**src/rtl/urb_pkg.sv**
```systemverilog
package urb_pkg;

    localparam int QUEUE_DEPTH_DEF = 8;
    localparam int CHAR_BITS_DEF   = 9;

    typedef enum logic [2:0] {
        OP_READ     = 3'd0,
        OP_WRITE    = 3'd1,
        OP_TX_TIMER = 3'd2,
        OP_RX_CHAR  = 3'd3,
        OP_SPI_DONE = 3'd4,
        OP_BE_READY = 3'd5,
        OP_RX_TIMER = 3'd6,
        OP_NONE     = 3'd7
    } op_t;

    localparam logic [2:0] SEL_TXBUF = 3'd0;
    localparam logic [2:0] SEL_RXBUF = 3'd1;
    localparam logic [2:0] SEL_MODE  = 3'd3;
    localparam logic [2:0] SEL_C0    = 3'd4;
    localparam logic [2:0] SEL_C1    = 3'd5;

    localparam logic [2:0] SMD_MASK = 3'd7;
    localparam logic [2:0] SMD_SYNC = 3'd1;
    localparam int C0_TXEPT = 3;
    localparam int C1_TE    = 0;
    localparam int C1_TI    = 1;
    localparam int C1_RE    = 2;
    localparam int C1_RI    = 3;
    localparam int C1_IRS   = 4;

    localparam logic [7:0] C0_RESET = 8'h08;
    localparam logic [7:0] C1_RESET = 8'h02;

    typedef struct packed {
        op_t         op;
        logic [2:0]  sel;
        logic [15:0] wdata;
        logic [8:0]  rch;
        logic [7:0]  sbyte;
    } cmd_t;

    typedef struct packed {
        logic [15:0] read_data;
        logic        tx_irq;
        logic        rx_irq;
        logic        out_char_valid;
        logic [8:0]  out_char;
        logic        spi_start;
        logic [7:0]  spi_byte;
        logic        tx_timer_arm;
        logic        tx_retry;
        logic        rx_start;
        logic        rx_pause;
        logic        backend_tx_start;
    } res_t;

endpackage

```
**src/rtl/urb_front.sv**
```systemverilog
module urb_front (
    input  logic               aclk,
    input  logic               aresetn,
    input  logic               s_tvalid,
    output logic               s_tready,
    input  logic [39:0]        s_tdata,
    output logic               q_valid,
    input  logic               q_ready,
    output urb_pkg::cmd_t      q_cmd
);
    // two-entry queue of classified commands
    urb_pkg::cmd_t ent_reg [2];
    logic          rd_reg, rd_next, wr_reg, wr_next;
    logic [1:0]    cnt_reg, cnt_next;
    urb_pkg::cmd_t cmd;
    logic          push, pop;

    always_comb begin
        cmd.op    = urb_pkg::op_t'(s_tdata[2:0]);
        cmd.sel   = s_tdata[5:3];
        cmd.wdata = s_tdata[21:6];
        cmd.rch   = s_tdata[30:22];
        cmd.sbyte = s_tdata[38:31];
        if (s_tdata[2:0] == urb_pkg::OP_WRITE &&
            !(s_tdata[5:3] == urb_pkg::SEL_TXBUF || s_tdata[5:3] == urb_pkg::SEL_MODE ||
              s_tdata[5:3] == urb_pkg::SEL_C0 || s_tdata[5:3] == urb_pkg::SEL_C1)) begin
            cmd.op = urb_pkg::OP_NONE;
        end
    end

    assign s_tready = cnt_reg != 2'd2;
    assign q_valid  = cnt_reg != 2'd0;
    assign q_cmd    = ent_reg[rd_reg];
    assign push     = s_tvalid && s_tready;
    assign pop      = q_valid && q_ready;
    assign rd_next  = rd_reg ^ pop;
    assign wr_next  = wr_reg ^ push;
    assign cnt_next = cnt_reg + {1'b0, push} - {1'b0, pop};

    always_ff @(posedge aclk) begin
        if (push) begin
            ent_reg[wr_reg] <= cmd;
        end
        if (!aresetn) begin
            rd_reg  <= 1'b0;
            wr_reg  <= 1'b0;
            cnt_reg <= 2'd0;
        end else begin
            rd_reg  <= rd_next;
            wr_reg  <= wr_next;
            cnt_reg <= cnt_next;
        end
    end

`ifndef SYNTH
    a_cnt_range: assert property (@(posedge aclk) disable iff (!aresetn)
        cnt_reg != 2'd3) else $error("queue count overflow");
    a_full_stall: assert property (@(posedge aclk) disable iff (!aresetn)
        (cnt_reg == 2'd2) |-> !s_tready) else $error("accept while full");
    a_empty: assert property (@(posedge aclk) disable iff (!aresetn)
        (cnt_reg == 2'd0) |-> (rd_reg == wr_reg)) else $error("pointer skew");
`endif
endmodule

```
**src/rtl/urb_back.sv**
```systemverilog
module urb_back #(
    parameter int QUEUE_DEPTH = urb_pkg::QUEUE_DEPTH_DEF,
    parameter int CHAR_BITS   = urb_pkg::CHAR_BITS_DEF
) (
    input  logic          aclk,
    input  logic          aresetn,
    input  logic          q_valid,
    output logic          q_ready,
    input  urb_pkg::cmd_t q_cmd,
    output logic          m_tvalid,
    input  logic          m_tready,
    output logic [47:0]   m_tdata
);
    localparam int AW = (QUEUE_DEPTH > 1) ? $clog2(QUEUE_DEPTH) : 1;
    localparam int PW = AW + 1;
    localparam logic [PW-1:0] SPAN_M1 = PW'(2 * QUEUE_DEPTH - 1);

    logic [7:0]      mode_reg, mode_next, c0_reg, c0_next, c1_reg, c1_next;
    logic [15:0]     txb_reg, txb_next, rxb_reg, rxb_next, sh_reg, sh_next;
    logic [PW-1:0]   wp_reg, wp_next, rp_reg, rp_next, level;
    logic [CHAR_BITS-1:0] q_mem [QUEUE_DEPTH];
    logic            mv_reg;
    urb_pkg::res_t   res, res_reg;
    logic            go, sync, qwr;

    function automatic logic [PW-1:0] ptr_inc(input logic [PW-1:0] p);
        ptr_inc = (p == SPAN_M1) ? '0 : p + PW'(1);
    endfunction

    function automatic logic [AW-1:0] ptr_idx(input logic [PW-1:0] p);
        ptr_idx = (p >= PW'(QUEUE_DEPTH)) ? AW'(p - PW'(QUEUE_DEPTH)) : AW'(p);
    endfunction

    assign q_ready = !mv_reg || m_tready;
    assign go      = q_valid && q_ready;
    assign sync    = (mode_reg[2:0] & urb_pkg::SMD_MASK) == urb_pkg::SMD_SYNC;
    assign level   = (wp_reg >= rp_reg) ? wp_reg - rp_reg
                                        : PW'(wp_reg + PW'(2 * QUEUE_DEPTH) - rp_reg);

    always_comb begin
        mode_next = mode_reg; c0_next = c0_reg; c1_next = c1_reg;
        txb_next = txb_reg; rxb_next = rxb_reg; sh_next = sh_reg;
        wp_next = wp_reg; rp_next = rp_reg; qwr = 1'b0;
        res = '0;
        case (q_cmd.op)
            urb_pkg::OP_READ: begin
                case (q_cmd.sel)
                    urb_pkg::SEL_RXBUF: begin
                        res.read_data = rxb_reg;
                        c1_next[urb_pkg::C1_RI] = 1'b0;
                    end
                    urb_pkg::SEL_MODE: res.read_data = {8'd0, mode_reg};
                    urb_pkg::SEL_C0:   res.read_data = {8'd0, c0_reg};
                    urb_pkg::SEL_C1:   res.read_data = {8'd0, c1_reg};
                    default:           res.read_data = '0;
                endcase
            end
            urb_pkg::OP_WRITE: begin
                case (q_cmd.sel)
                    urb_pkg::SEL_TXBUF: begin
                        txb_next = q_cmd.wdata;
                        if (c1_reg[urb_pkg::C1_TE]) begin
                            if (c0_reg[urb_pkg::C0_TXEPT]) begin
                                sh_next = q_cmd.wdata;
                                c0_next[urb_pkg::C0_TXEPT] = 1'b0;
                                if (sync) begin
                                    res.spi_start = 1'b1;
                                    res.spi_byte  = q_cmd.wdata[7:0];
                                end else begin
                                    res.tx_timer_arm = 1'b1;
                                end
                                res.tx_irq = !c1_reg[urb_pkg::C1_IRS];
                            end else begin
                                c1_next[urb_pkg::C1_TI] = 1'b0;
                            end
                        end
                    end
                    urb_pkg::SEL_MODE: mode_next = q_cmd.wdata[7:0];
                    urb_pkg::SEL_C0: begin
                        c0_next = q_cmd.wdata[7:0];
                        c0_next[urb_pkg::C0_TXEPT] = c0_reg[urb_pkg::C0_TXEPT];
                    end
                    urb_pkg::SEL_C1: begin
                        c1_next = q_cmd.wdata[7:0];
                        res.rx_start = !sync && q_cmd.wdata[urb_pkg::C1_RE];
                    end
                    default: ;
                endcase
            end
            urb_pkg::OP_TX_TIMER: begin
                if (level >= PW'(QUEUE_DEPTH)) begin
                    res.tx_retry = 1'b1;
                end else begin
                    qwr = 1'b1;
                    wp_next = ptr_inc(wp_reg);
                    res.backend_tx_start = level == '0;
                    if (c1_reg[urb_pkg::C1_TI]) begin
                        c0_next[urb_pkg::C0_TXEPT] = 1'b1;
                        res.tx_irq = c1_reg[urb_pkg::C1_IRS];
                    end else begin
                        sh_next = txb_reg;
                        c1_next[urb_pkg::C1_TI] = 1'b1;
                        res.tx_irq = !c1_reg[urb_pkg::C1_IRS];
                        res.tx_timer_arm = 1'b1;
                    end
                    if (sync && !c1_reg[urb_pkg::C1_RI]) begin
                        c1_next[urb_pkg::C1_RI] = 1'b1;
                        res.rx_irq = 1'b1;
                    end
                end
            end
            urb_pkg::OP_RX_CHAR: begin
                rxb_next = {7'd0, q_cmd.rch};
                c1_next[urb_pkg::C1_RI] = 1'b1;
                res.rx_irq   = !c1_reg[urb_pkg::C1_RI];
                res.rx_pause = 1'b1;
            end
            urb_pkg::OP_SPI_DONE: begin
                if (c1_reg[urb_pkg::C1_RE]) begin
                    rxb_next = {8'd0, q_cmd.sbyte};
                    c1_next[urb_pkg::C1_RI] = 1'b1;
                    res.rx_irq = !c1_reg[urb_pkg::C1_RI];
                end
                if (c1_reg[urb_pkg::C1_TI]) begin
                    c0_next[urb_pkg::C0_TXEPT] = 1'b1;
                    res.tx_irq = c1_reg[urb_pkg::C1_IRS];
                end else begin
                    sh_next = txb_reg;
                    c1_next[urb_pkg::C1_TI] = 1'b1;
                    res.tx_irq = !c1_reg[urb_pkg::C1_IRS];
                    res.spi_start = 1'b1;
                    res.spi_byte  = txb_reg[7:0];
                end
            end
            urb_pkg::OP_BE_READY: begin
                if (rp_reg != wp_reg) begin
                    res.out_char_valid = 1'b1;
                    res.out_char = 9'(q_mem[ptr_idx(rp_reg)]);
                    rp_next = ptr_inc(rp_reg);
                end
            end
            urb_pkg::OP_RX_TIMER: res.rx_start = !sync && c1_reg[urb_pkg::C1_RE];
            default: ;
        endcase
    end

    always_ff @(posedge aclk) begin
        if (go && qwr) begin
            q_mem[ptr_idx(wp_reg)] <= sh_reg[CHAR_BITS-1:0];
        end
        if (go) begin
            res_reg <= res;
        end
        if (!aresetn) begin
            mode_reg <= '0; c0_reg <= urb_pkg::C0_RESET; c1_reg <= urb_pkg::C1_RESET;
            txb_reg <= '0; rxb_reg <= '0; sh_reg <= '0;
            wp_reg <= '0; rp_reg <= '0; mv_reg <= 1'b0;
        end else begin
            if (go) begin
                mode_reg <= mode_next; c0_reg <= c0_next; c1_reg <= c1_next;
                txb_reg <= txb_next; rxb_reg <= rxb_next; sh_reg <= sh_next;
                wp_reg <= wp_next; rp_reg <= rp_next;
            end
            mv_reg <= go || (mv_reg && !m_tready);
        end
    end

    assign m_tvalid = mv_reg;
    assign m_tdata  = {6'd0, res_reg.backend_tx_start, res_reg.rx_pause, res_reg.rx_start,
                       res_reg.tx_retry, res_reg.tx_timer_arm, res_reg.spi_byte,
                       res_reg.spi_start, res_reg.out_char, res_reg.out_char_valid,
                       res_reg.rx_irq, res_reg.tx_irq, res_reg.read_data};

`ifndef SYNTH
    a_level: assert property (@(posedge aclk) disable iff (!aresetn)
        level <= PW'(QUEUE_DEPTH)) else $error("queue level overflow");
    a_retry_full: assert property (@(posedge aclk) disable iff (!aresetn)
        (go && res.tx_retry) |-> level == PW'(QUEUE_DEPTH)) else $error("bad retry");
    a_hold: assert property (@(posedge aclk) disable iff (!aresetn)
        (mv_reg && !m_tready) |=> $stable(res_reg)) else $error("result changed");
`endif
endmodule

```
**src/rtl/uart_register_block.sv**
```systemverilog
// channel  dir  tdata fields (lsb first)
// s_       in   op[2:0] reg_select[5:3] write_data[21:6] rx_char[30:22] spi_rx_byte[38:31]
// m_       out  read_data tx_irq rx_irq out_char_valid out_char spi_start spi_byte
//               tx_timer_arm tx_retry rx_start rx_pause backend_tx_start
// One beat per cycle sustained while m_tready stays high; each beat passes through the
// command queue and then the result register. Register updates happen in the back end.
// aresetn is synchronous; the output queue contents are not cleared.
// A stalled m_ side fills the two-entry command queue before s_tready drops.
module uart_register_block #(
    parameter int QUEUE_DEPTH = urb_pkg::QUEUE_DEPTH_DEF,
    parameter int CHAR_BITS   = urb_pkg::CHAR_BITS_DEF
) (
    input  logic        aclk,
    input  logic        aresetn,
    input  logic        s_tvalid,
    output logic        s_tready,
    input  logic [39:0] s_tdata,   // op, reg_select, write_data, rx_char, spi_rx_byte
    output logic        m_tvalid,
    input  logic        m_tready,
    output logic [47:0] m_tdata    // read_data .. backend_tx_start, see above
);
    logic          q_valid, q_ready;
    urb_pkg::cmd_t q_cmd;

    urb_front u_front (
        .aclk, .aresetn, .s_tvalid, .s_tready, .s_tdata,
        .q_valid, .q_ready, .q_cmd
    );

    urb_back #(.QUEUE_DEPTH(QUEUE_DEPTH), .CHAR_BITS(CHAR_BITS)) u_back (
        .aclk, .aresetn, .q_valid, .q_ready, .q_cmd,
        .m_tvalid, .m_tready, .m_tdata
    );
endmodule

```
**config.mk**
```make
export PLATFORM = sky130hd
export DESIGN_NAME = uart_register_block
export DESIGN_NICKNAME = d
export VERILOG_FILES = /design/src/rtl/urb_pkg.sv /design/src/rtl/urb_front.sv /design/src/rtl/urb_back.sv /design/src/rtl/uart_register_block.sv
export SDC_FILE = /design/constraint.sdc
export NUM_CORES = 1
export LEC_CHECK = 0
export BUFFER_PORTS_ARGS = -buffer_cell sky130_fd_sc_hd__buf_2
export CAP_MARGIN = 40
export CELL_PAD_IN_SITES_DETAIL_PLACEMENT = 0
export CELL_PAD_IN_SITES_GLOBAL_PLACEMENT = 1
export CORE_ASPECT_RATIO = 0.7
export CORE_MARGIN = 2
export CORE_UTILIZATION = 49
export DETAILED_ROUTE_END_ITERATION = 16
export HOLD_SLACK_MARGIN = 0.05
export PLACE_DENSITY = 0.83
export SLEW_MARGIN = 20
export SYNTH_ARGS = -nofsm -noshare
export SYNTH_HDL_FRONTEND = slang
export SYNTH_HIERARCHICAL = 1
export SYNTH_SLANG_ARGS = --single-unit
export TNS_END_PERCENT = 50
```
**constraint.sdc**
```tcl
create_clock -name aclk -period 3.8 [get_ports aclk]
set_input_delay 0.38 -clock aclk [delete_from_list [all_inputs] [get_ports aclk]]
set_output_delay 0.38 -clock aclk [all_outputs]
set_load 0.05 [all_outputs]
```
After elaboration in Yosys (flattened, before gate mapping)
Memories as Yosys holds them, arrays and structs flattened. A register that Yosys moved wholly into a read port is not among the register bits.
Cells that the tools add are included.
{"block": "totals", "register_bits": 127, "mem_bits_rw": 150, "input_bits": 44, "out_inout_bits": 50, "n_memories": 2}
{"block": "op_classes", "addsub": 7, "magnitude_cmp": 3, "eq_ne": 30, "muxes": 61, "n_bitwise": 4, "reduce_logical": 40}
{"memory": "u_front.ent_reg", "depth": 2, "word_bits": 39, "read_ports": 1, "rd_ports_with_merged_regs": 1, "write_ports": 1, "line": "urb_front.sv:12", "source": "urb_pkg::cmd_t ent_reg [2];"}
{"memory": "u_back.q_mem", "depth": 8, "word_bits": 9, "read_ports": 1, "rd_ports_with_merged_regs": 0, "write_ports": 1, "line": "urb_back.sv:21", "source": "logic [CHAR_BITS-1:0] q_mem [QUEUE_DEPTH];"}
{"cell": "$mux W16", "count": 6}
{"cell": "$pmux W16 S4", "count": 1}
{"cell": "$pmux W16 S3", "count": 1}
{"cell": "$mux W10", "count": 4}
{"cell": "$pmux W16 S2", "count": 1}
{"cell": "$mux W1", "count": 30}
{"cell": "$eq A3 B3 Y1 const B", "count": 7}
{"cell": "$reduce_and A3 Y1", "count": 7}
{"cell": "$mux W9", "count": 2}
{"cell": "$pmux W9 S2", "count": 1}
{"cell": "$eq A3 B1 Y1 const B", "count": 4}
{"cell": "$eq A3 B2 Y1 const B", "count": 4}
{"cell": "$ge A4 B4 Y1 const B", "count": 3}
{"cell": "$pmux W1 S3", "count": 4}
{"cell": "$reduce_and A6 Y1", "count": 2}
{"cell": "$ne A2 B2 Y1 const B", "count": 5}
{"cell": "$logic_not A3 Y1", "count": 3}
{"cell": "$mux W3", "count": 3}
{"cell": "$add A4 B1 Y4 const B", "count": 2}
{"cell": "$eq A4 B4 Y1 const B", "count": 2}
{"cell": "$logic_and A1 B1 Y1", "count": 8}
{"cell": "$mux W4", "count": 2}
{"cell": "$ne A2 B1 Y1 const B", "count": 4}
{"cell": "$reduce_and A7 Y1", "count": 1}
{"cell": "21 further kinds", "count": 38}

Longest topological paths before layout
Gate-level depths: netlist (run 1).
{"block": "logic_depth", "depth_word": 7, "mapped_depth": 10, "mapped_depth_nobuf": 8}

Modules after synthesis
Netlist (run 1), hierarchy kept.
{"module": "urb_back", "n_inst": 1, "cells_each": 595, "area_per_inst_um2": 7363.3, "seq_area_each_um2": 4474.3}
{"module": "urb_front", "n_inst": 1, "cells_each": 152, "area_per_inst_um2": 3146.8, "seq_area_each_um2": 2442.3}

Least setup slack after synthesis (run 1)
Ideal clock, no wire load.
{"block": "synth_timing", "kind": "register to register", "startpoint": "reg (tool-made name)", "endpoint": "mem u_back/q_mem[0][0] in the netlist's numbering (enable)", "arrival_time_ns": 2.703, "required_time_ns": 3.401, "path_slack_ns": 0.698, "path_stages_with_launch": 8, "synth_period_minus_slack_ns": 3.102, "cell_sequence": "dfxtp_1 -> buf_6 -> mux2_2 -> or3b_4 -> a211o_1 -> nand2_1 -> nand2_1 -> nor4_1"}
{"item": "end: declaration", "line": "urb_back.sv:21"}

==> reports/qor.txt, run 1 <==
================================================================================
Run status                                                             completed
Min-delay worst type                                                primary input to register
Power density over cell area                                        662.3 nW/µm²
Minimum period implied by the final worst setup slack                    3122 ps
Kind of end point of the critical path                                  register
Clock latency on the worst-skew pair                                      510 ps
Count of cells resized by post-cts repair                                      0
Fraction of final layout cells with drive strength greater than 1         23.95%
Congestion Overflow GR                                                         0
First-iteration detailed-routing DRC count                                   623
Maximum net fanout on the critical path                                       28
Slew of the pin with the lowest slew margin                             691.7 ps
RSZ-0062 raised after global routing                                       false
Initial core utilization                                                  50.18%
Area inside the core boundary                                          19910 µm²
Average cell area after synthesis                                      13.76 µm²
Number of non-filler instances in the completed layout                      1101
Pin count of the biggest net entering global routing                          33
Post-detailed-route via-to-cell ratio                                      5.508
Met1 Resource Use GR                                                      28.09%
Total vias in the final route                                               6064
Period Utilization, post-route                                            82.15%
Path type of the worst setup path                                   register to register
Die extent in x                                                         174.6 µm
Worst Skew                                                              11.71 ps
Clock slew at reported path FFs                                            60 ps
Max-cap viol count                                                             0
Std-Cell Rows                                                                 43
Drt first pass iters                                                           5
Clock sink total                                                             239
Longest Clk Path Bufs                                                          3
Antenna violations before repair                                               0
Max FFs per register                                                          72
Total global routing track utilization                                    18.98%
Worst min-delay path startpoint                                      s_tdata[13]
CTS root buf                                                           clkbuf_16
Area growth, synth to finish                                              15.57%
Final hold violation count                                                     0
Tightest hold margin                                                    66.52 ps
Element type at the critical path start                                 register
Mapped Cells                                                                 726
Number of antenna-violating nets in the routed design                          0
Height of the die                                                       123.5 µm
Slew Limit Headroom                                                       53.72%
Antenna diode count                                                            0
Routing layer with the top usage in global route                            met2
H-Tree Level Count                                                             1
Placer congestion estimate                                                0.8011
Crit path required time                                                  4010 ps
Cell count after placement                                                  1046
Fin Setup TNS                                                               0 ps
Setup violations, final                                                        0
Achievable clock frequency                                             320.3 MHz
Fillers                                                                     1557
Number of buffers created by CTS                                              23
Total Die Area                                                         21560 µm²
Total of warnings raised by yosys                                              6
Total I/O pin count                                                           94
Total wirelength of the detailed-routed design                          20.04 mm
Netlist area before placement                                           9988 µm²
PnR Total Power                                                          7645 µW
Number of buffers inserted by port buffering                                  72
Met2 Usage GRT                                                            29.05%
Met3 layer usage reported by global route                                 2.921%
Via count of the first global-routing pass                                  5815
First-pass GRT wire length                                              31.75 mm
Routed len/inst                                                         18.20 µm
Arrival time worst endpoint                                              3330 ps
Final net count                                                              867
Post-detailed-route DRC marker count                                           0
Clock tree from TritonCTS                                                  built
Worst supply voltage drop on vdd                                       0.3560 mV
Reported leakage power                                               0.004341 µW
Final Max Slew Viols                                                           0
DP Wirelength                                                           13.75 mm
================================================================================
==> where the power goes <==
part | total [µW] | switching [µW] | internal, µW
combinational | 1960 | 1360 | 599
sequential | 3330 | 150 | 3180
clock | 2360 | 940 | 1420
total | 7640 | 2450 | 5200
==> cells in the final DEF, fill, tap and decap left out, types with 5 or more instances in the layout <==
| master | instances |
|---|---|
| nor2_1 | 76 |
| mux2i_1 | 59 |
| nand2_1 | 68 |
| o21ai_0 | 14 |
| nand3_1 | 7 |
| dlygate4sd3_1 | 13 |
| clkbuf_16 | 25 |
| edfxtp_1 | 171 |
| a21oi_1 | 22 |
| clkbuf_1 | 6 |
| dfxtp_1 | 68 |
| mux4_2 | 18 |
| buf_2 | 72 |
| buf_4 | 18 |
| and2_1 | 5 |
| xnor2_1 | 8 |
| nor3_1 | 9 |
| ha_1 | 9 |
| nand2b_1 | 10 |
| a22o_1 | 8 |
| mux2_2 | 37 |
| inv_1 | 13 |
| a311oi_1 | 10 |
| conb_1 | 13 |
| nor2b_1 | 7 |
==> timing repair <==
item,CTS,global route
hold buffers,12,1
buffers inserted,0,0
hold endpoints to repair,23,1
==> critical path, cell delays in order (launching register included) <==
cell and delay (ps):
dfxtp_1 520, buf_12 240, mux2_2 480, or3b_4 460
a211o_1 290, nand2_1 200, nand2_1 140, nor4_1 200
buf_4 250
==> stage by stage <==
step	setup WS (ps)	utilization, %	cell area, µm²
after global routing	498.1	57.99	11540
after floorplan	704.5	-	10030
final	678.2	57.99	11540
after detailed placement	720.4	53.34	10620
after CTS	701.4	57.94	11530
after global placement	745.8	53.19	10590
==> cell type report <==
type / count / area, µm² / share of cell area [%]
clock buffers: 35 / 703.2 / 6.091
clock inverters: 7 / 91.34 / 0.7912
inverters: 14 / 52.55 / 0.4552
multi-input cells: 430 / 3187 / 27.61
flip-flops and latches: 239 / 6496 / 56.28
well taps: 270 / 337.8 / 2.927
repair buffers: 106 / 675.6 / 5.853
==> layer usage <==
layer | vias up | wire length (µm)
met5 | - | 0
met4 | 0 | 484
met3 | 33 | 1299
met2 | 237 | 8813
met1 | 2964 | 9439
li1 | 2830 | -
==> worst paths after layout <==
check | to | slack [ps] | depth (start not counted)
worst max-delay path | u_back/q_mem[0][7] | 680 | 8
worst min-delay path | u_front/ent_reg[0][24] | 70 | 1
worst max register to register | u_back/q_mem[0][7] | 680 | 8
worst min register to register | u_back/mode_reg[6] | 500 | 2
No activity file was read; power rests on OpenSTA's default activity.
==> run 2: changes to the inputs <==
clock period = 2.9 ns   (was 3.8 ns; I/O delays follow)
==> run 2 against run 1 <==
Compared with the run above:
- non-clock buffer count increased by 26
- critical endpoint is now u_back/q_mem[3][8]
- clock-buffer cell count decreased by 9
- first-iteration DRC count decreased by 17%
- worst setup slack got worse by 540 ps
- clock power increased by 38%
- clock skew about the same
- sequential share of layout area decreased by 1.3 points
- global-route usage increased by 0.32 points
==> reports/qor.txt, run 2 (synthesis results as in run 1) <==
================================================================================
Setup violations, final                                                        0   unchanged
Min-delay worst type                                                primary input to register   unchanged
Tightest hold margin                                                    130.4 ps   was 66.52 ps
Clock tree from TritonCTS                                                  built   unchanged
Post-detailed-route via-to-cell ratio                                      5.464   was 5.508
First-pass GRT wire length                                              32.02 mm   was 31.75 mm
Area occupied by multi-input gates                                      3193 µm²   was 3187 µm²
Die extent in x                                                         174.6 µm   unchanged
PnR Total Power                                                         10230 µW   was 7645 µW
Achievable clock frequency                                             361.8 MHz   was 320.3 MHz
Kind of end point of the critical path                                  register   unchanged
Worst min-delay path startpoint                                         m_tready   was s_tdata[13]
Slew Limit Headroom                                                       59.76%   was 53.72%
Clock sink total                                                             239   unchanged
Maximum net fanout on the critical path                                       12   was 28
Total vias in the final route                                               6169   was 6064
Reported leakage power                                               0.004468 µW   was 0.004341 µW
Period Utilization, post-route                                            95.30%   was 82.15%
Worst supply voltage drop on vdd                                       0.5504 mV   was 0.3560 mV
Total wirelength of the detailed-routed design                          20.68 mm   was 20.04 mm
Height of the die                                                       123.5 µm   unchanged
Path type of the worst setup path                                   register to register   unchanged
DP Wirelength                                                           14.17 mm   was 13.75 mm
Number of buffers inserted by port buffering                                  72   unchanged
Placer congestion estimate                                                0.8089   was 0.8011
Drt first pass iters                                                           5   unchanged
Arrival time worst endpoint                                              2980 ps   was 3330 ps
Max FFs per register                                                          72   unchanged
Final core occ                                                            59.37%   was 57.99%
Std-Cell Rows                                                                 43   unchanged
Routed len/inst                                                         18.32 µm   was 18.20 µm
Fin Setup TNS                                                               0 ps   unchanged
FF+latch area                                                           6496 µm²   unchanged
Run status                                                             completed   unchanged
Minimum period implied by the final worst setup slack                    2764 ps   was 3122 ps
Total I/O pin count                                                           94   unchanged
Most common cell after layout, fill and taps aside                      edfxtp_1   unchanged
CTS root buf                                                           clkbuf_16   unchanged
Power density over cell area                                        866.0 nW/µm²   was 662.3 nW/µm²
Antenna violations before repair                                               0   unchanged
Final Cell Area                                                        11820 µm²   was 11540 µm²
Clock latency on the worst-skew pair                                      520 ps   was 510 ps
Via count of the first global-routing pass                                  5970   was 5815
Area after detailed placement                                          10660 µm²   was 10620 µm²
Fraction of final layout cells with drive strength greater than 1         24.80%   was 23.95%
Element type at the critical path start                                 register   unchanged
Total global routing track utilization                                    19.29%   was 18.98%
Slew of the pin with the lowest slew margin                             602.8 ps   was 691.7 ps
Worst Skew                                                              11.71 ps   about the same
Number of buffers created by CTS                                              24   was 23
Post-detailed-route DRC marker count                                           0   unchanged
Area growth, synth to finish                                              18.33%   was 15.57%
Final Max Slew Viols                                                           0   unchanged
Clock slew at reported path FFs                                            60 ps   about the same
Longest Clk Path Bufs                                                          3   unchanged
H-Tree Level Count                                                             1   unchanged
Final hold violation count                                                     0   unchanged
Final net count                                                              894   was 867
Crit path required time                                                  3110 ps   was 4010 ps
First-iteration detailed-routing DRC count                                   519   was 623
Number of antenna-violating nets in the routed design                          0   unchanged
Area inside the core boundary                                          19910 µm²   unchanged
Max-cap viol count                                                             0   unchanged
Antenna diode count                                                            0   unchanged
Initial core utilization                                                  50.18%   unchanged
Pin count of the biggest net entering global routing                          50   was 33
Congestion Overflow GR                                                         0   unchanged
Leading cell types in the layout, fill and taps excluded            171 x edfxtp_1, 76 x nor2_1, 72 x buf_2   unchanged
Total Die Area                                                         21560 µm²   unchanged
Fillers                                                                     1525   was 1557
Post CTS Setup Buffer Count                                                    0   unchanged
================================================================================
run 2: cell count changes in the layout (fill, tap and decap cells not counted), moves of 2 or more:
cell           previous run  this run
clkinv_1                  0         2
clkinv_2                  3         6
clkinvlp_4                1         4
bufinv_16                 2         5
dlygate4sd3_1            13        30
clkbuf_1                  6         2
buf_4                    18        28
clkbuf_8                  4         0
run 2: critical path: stages, from the launching register on:
cell and delay [ps]:
dfxtp_1 430, mux2_2 470, or3b_4 450, a211o_1 290
nand2_1 200, nand2_1 160, nor3_1 200, buf_4 240
run 2: repair_timing:
| action | CTS | global route |
|---|---|---|
| hold endpoints to repair | 60 | 0 |
| setup endpoints to repair | 0 | 8 |
| resized for setup | 0 | 1 |
| hold buffers | 30 | 0 |
run 2: final cells by class:
cell class                 instances  share of cell area, %
clock buffer                      26                  5.145
tap                              270                  2.858
clock inverter                    18                  1.980
sequential                       239                  54.97
timing repair buffer             132                  7.591
inverter                          14                 0.4446
multi-input combinational        430                  27.02
run 2: path summary, 6_finish.rpt:
| check | to | slack (ps) | cells after the start |
|---|---|---|---|
| setup / recovery | u_back/q_mem[3][8] | 140 | 7 |
| hold / removal | u_back/m_tvalid | 130 | 3 |
| setup reg to reg | u_back/q_mem[3][8] | 140 | 7 |
| hold reg to reg | u_back/mode_reg[3] | 500 | 2 |
run 2: power breakdown:
| group | internal, µW | total (µW) | switching (µW) |
|---|---|---|---|
| Combinational | 831 | 2620 | 1790 |
| Clock | 1970 | 3250 | 1280 |
| Sequential | 4170 | 4360 | 191 |
| Total | 6970 | 10200 | 3260 |
run 2: through the flow:
| step | std cells | setup slack (ps) |
|---|---|---|
| finish | 1129 | 136.2 |
| global route | 1129 | -8.262 |
| CTS | 1128 | 117.3 |
| detailed placement | 1054 | 139.3 |
| global placement | 1053 | 224.7 |
| floorplan | 738 | -40.38 |
run 2: per-layer routing:
| layer | vias to the layer above | track usage [%] | part of all wire (%) |
|---|---|---|---|
| met5 | - | 0 | 0 |
| met4 | 0 | 4.635 | 1.7 |
| met3 | 28 | 3.198 | 7.0 |
| met2 | 216 | 30.29 | 44 |
| met1 | 3044 | 28.37 | 47 |
| li1 | 2881 | - | - |
==> run 3: changes to the inputs <==
RECOVER_POWER = 25   (was not set)
==> run 3 against run 2 <==
Compared with the run above:
- worst setup slack improved by 8.1 ps
- core utilization decreased by 0.15 points
- critical path depth unchanged
- non-clock buffer count unchanged
- total power about the same
- clock skew about the same
- sequential power about the same
- die area unchanged
- cell count unchanged
- sequential share of layout area increased by 0.14 points
- critical path type unchanged
- sequential cell count unchanged
==> reports/qor.txt, run 3 (synthesis results as in run 1) <==
================================================================================
Via count of the first global-routing pass                                  5970   unchanged
Flop pwr share                                                             42.7%   was 42.6%
Number of non-filler instances in the completed layout                      1129   unchanged
Clock sink total                                                             239   unchanged
Final hold violation count                                                     0   unchanged
Total I/O pin count                                                           94   unchanged
Met2 Usage GRT                                                            30.29%   unchanged
Achievable clock frequency                                             362.9 MHz   was 361.8 MHz
Congestion Overflow GR                                                         0   unchanged
Final core occ                                                            59.22%   was 59.37%
Drt first pass iters                                                           7   was 5
Routing layer with the top usage in global route                            met2   unchanged
First-pass GRT wire length                                              32.02 mm   unchanged
H-Tree Level Count                                                             1   unchanged
DP Wirelength                                                           14.17 mm   unchanged
Total Die Area                                                         21560 µm²   unchanged
Combinational share of power                                               25.6%   about the same
Net switching share of the total power                                    31.86%   was 31.87%
Clock tree from TritonCTS                                                  built   unchanged
Placer congestion estimate                                                0.8089   unchanged
Total global routing track utilization                                    19.29%   unchanged
Element type at the critical path start                                 register   unchanged
Total internal power                                                     6968 µW   was 6973 µW
Post CTS Setup Buffer Count                                                    0   unchanged
Met1 Resource Use GR                                                      28.37%   unchanged
Std-Cell Rows                                                                 43   unchanged
Kind of end point of the critical path                                  register   unchanged
Final Max Slew Viols                                                           0   unchanged
Antenna diode count                                                            0   unchanged
Post-detailed-route via-to-cell ratio                                      5.446   was 5.464
Reported leakage power                                               0.004402 µW   was 0.004468 µW
Clock slew at reported path FFs                                            60 ps   about the same
Power density over cell area                                        867.4 nW/µm²   was 866.0 nW/µm²
Min-delay worst type                                                primary input to register   unchanged
Number of buffers inserted by port buffering                                  72   unchanged
Total vias in the final route                                               6148   was 6169
Maximum net fanout on the critical path                                       12   unchanged
Minimum period implied by the final worst setup slack                    2756 ps   was 2764 ps
Pin count of the biggest net entering global routing                          50   unchanged
Initial core utilization                                                  50.18%   unchanged
Worst Skew                                                              12.02 ps   was 11.71 ps
Met3 layer usage reported by global route                                 3.198%   unchanged
First-iteration detailed-routing DRC count                                   501   was 519
Number of buffers created by CTS                                              24   unchanged
Die extent in x                                                         174.6 µm   unchanged
Clock group share of total power                                           31.7%   about the same
PnR Total Power                                                         10230 µW   about the same
Routed len/inst                                                         18.34 µm   was 18.32 µm
Crit path required time                                                  3110 ps   about the same
Area inside the core boundary                                          19910 µm²   unchanged
Setup violations, final                                                        0   unchanged
Run status                                                             completed   unchanged
Slew Limit Headroom                                                       59.07%   was 59.76%
Leading cell types in the layout, fill and taps excluded            171 x edfxtp_1, 76 x nor2_1, 68 x nand2_1, 68 x dfxtp_1, 59 x mux2i_1   was 171 x edfxtp_1, 76 x nor2_1, 72 x buf_2
Area growth, synth to finish                                              18.03%   was 18.33%
Max FFs per register                                                          72   unchanged
Period Utilization, post-route                                            95.02%   was 95.30%
Cell count after placement                                                  1054   unchanged
Most common cell after layout, fill and taps aside                      edfxtp_1   unchanged
Worst supply voltage drop on vdd                                       0.5525 mV   was 0.5504 mV
CTS root buf                                                           clkbuf_16   unchanged
Path type of the worst setup path                                   register to register   unchanged
Number of antenna-violating nets in the routed design                          0   unchanged
Reported net switching power                                             3257 µW   was 3262 µW
Post-detailed-route DRC marker count                                           0   unchanged
Height of the die                                                       123.5 µm   unchanged
Final net count                                                              894   unchanged
Clock latency on the worst-skew pair                                      520 ps   about the same
Arrival time worst endpoint                                              2970 ps   was 2980 ps
Longest Clk Path Bufs                                                          3   unchanged
Fin Setup TNS                                                               0 ps   unchanged
Fraction of final layout cells with drive strength greater than 1         22.00%   was 24.80%
Antenna violations before repair                                               0   unchanged
Max-cap viol count                                                             0   unchanged
Slew of the pin with the lowest slew margin                             611.7 ps   was 602.8 ps
Total wirelength of the detailed-routed design                          20.70 mm   was 20.68 mm
================================================================================
## run 3: cell count changes in the layout (fill, tap and decap cells not counted)
cell	before	now
buf_2	72	48
clkbuf_1	2	26
## run 3: final timing paths
kind / start / endpoint / slack (ps) / cells past startpoint
setup / recovery: register / u_back/q_mem[3][8] / 140 / 7
hold / removal: m_tready / u_back/m_tvalid / 130 / 3
setup reg to reg: register / u_back/q_mem[3][8] / 140 / 7
hold reg to reg: u_back/mode_reg[3] / u_back/mode_reg[3] / 500 / 2
## run 3: area by class of cell
type | instances | area [µm²]
Tap cell | 270 | 337.8
Clock inverter | 18 | 234.0
Clock buffer | 26 | 608.1
Multi-Input combinational cell | 430 | 3193
Sequential cell | 239 | 6496
Fill cell | 1544 | 8118
Inverter | 14 | 52.55
Timing Repair Buffer | 132 | 867.1
## run 3: worst max-delay path, cell delays in order (launching register included)
cell and delay [ps]:
dfxtp_1 430, mux2_2 470, or3b_4 440, a211o_1 290, nand2_1 200, nand2_1 160, nor3_1 210, buf_4 240
## run 3: power groups by stage
stage          Clock, µW  Sequential [µW]  Combinational [µW]
3_5_place_dp           0             4430                2580
4_1_cts             3310             4360                2620
5_1_grt             3450             4400                2800
2_1_floorplan          0             4990                1390
6_report            3240             4360                2620
3_3_place_gp           0             4410                2530
## run 3: metal layers
metal / share of wire, % / vias to the layer above
met5: 0 / -
met4: 1.8 / 0
met3: 6.9 / 30
met2: 44 / 213
met1: 48 / 3028
li1: - / 2877
## run 3: per-stage QoR
| stage | hold WS (ps) | cell area [µm²] | setup WS, ps |
|---|---|---|---|
| detailed placement | 485.7 | 10660 | 139.3 |
| global placement | 472.2 | 10650 | 224.7 |
| floorplan | 388.9 | 10040 | -40.38 |
| global route | 126.3 | 11790 | -8.262 |
| finish | 130.8 | 11790 | 144.4 |
| CTS | 96.32 | 11800 | 117.3 |
## run 3: timing repair
| item | in CTS | in global routing |
|---|---|---|
| endpoints found under the hold margin | 60 | 0 |
| gates resized for setup | 0 | 1 |
| setup endpoints to repair | 0 | 8 |
| hold buffers | 30 | 0 |
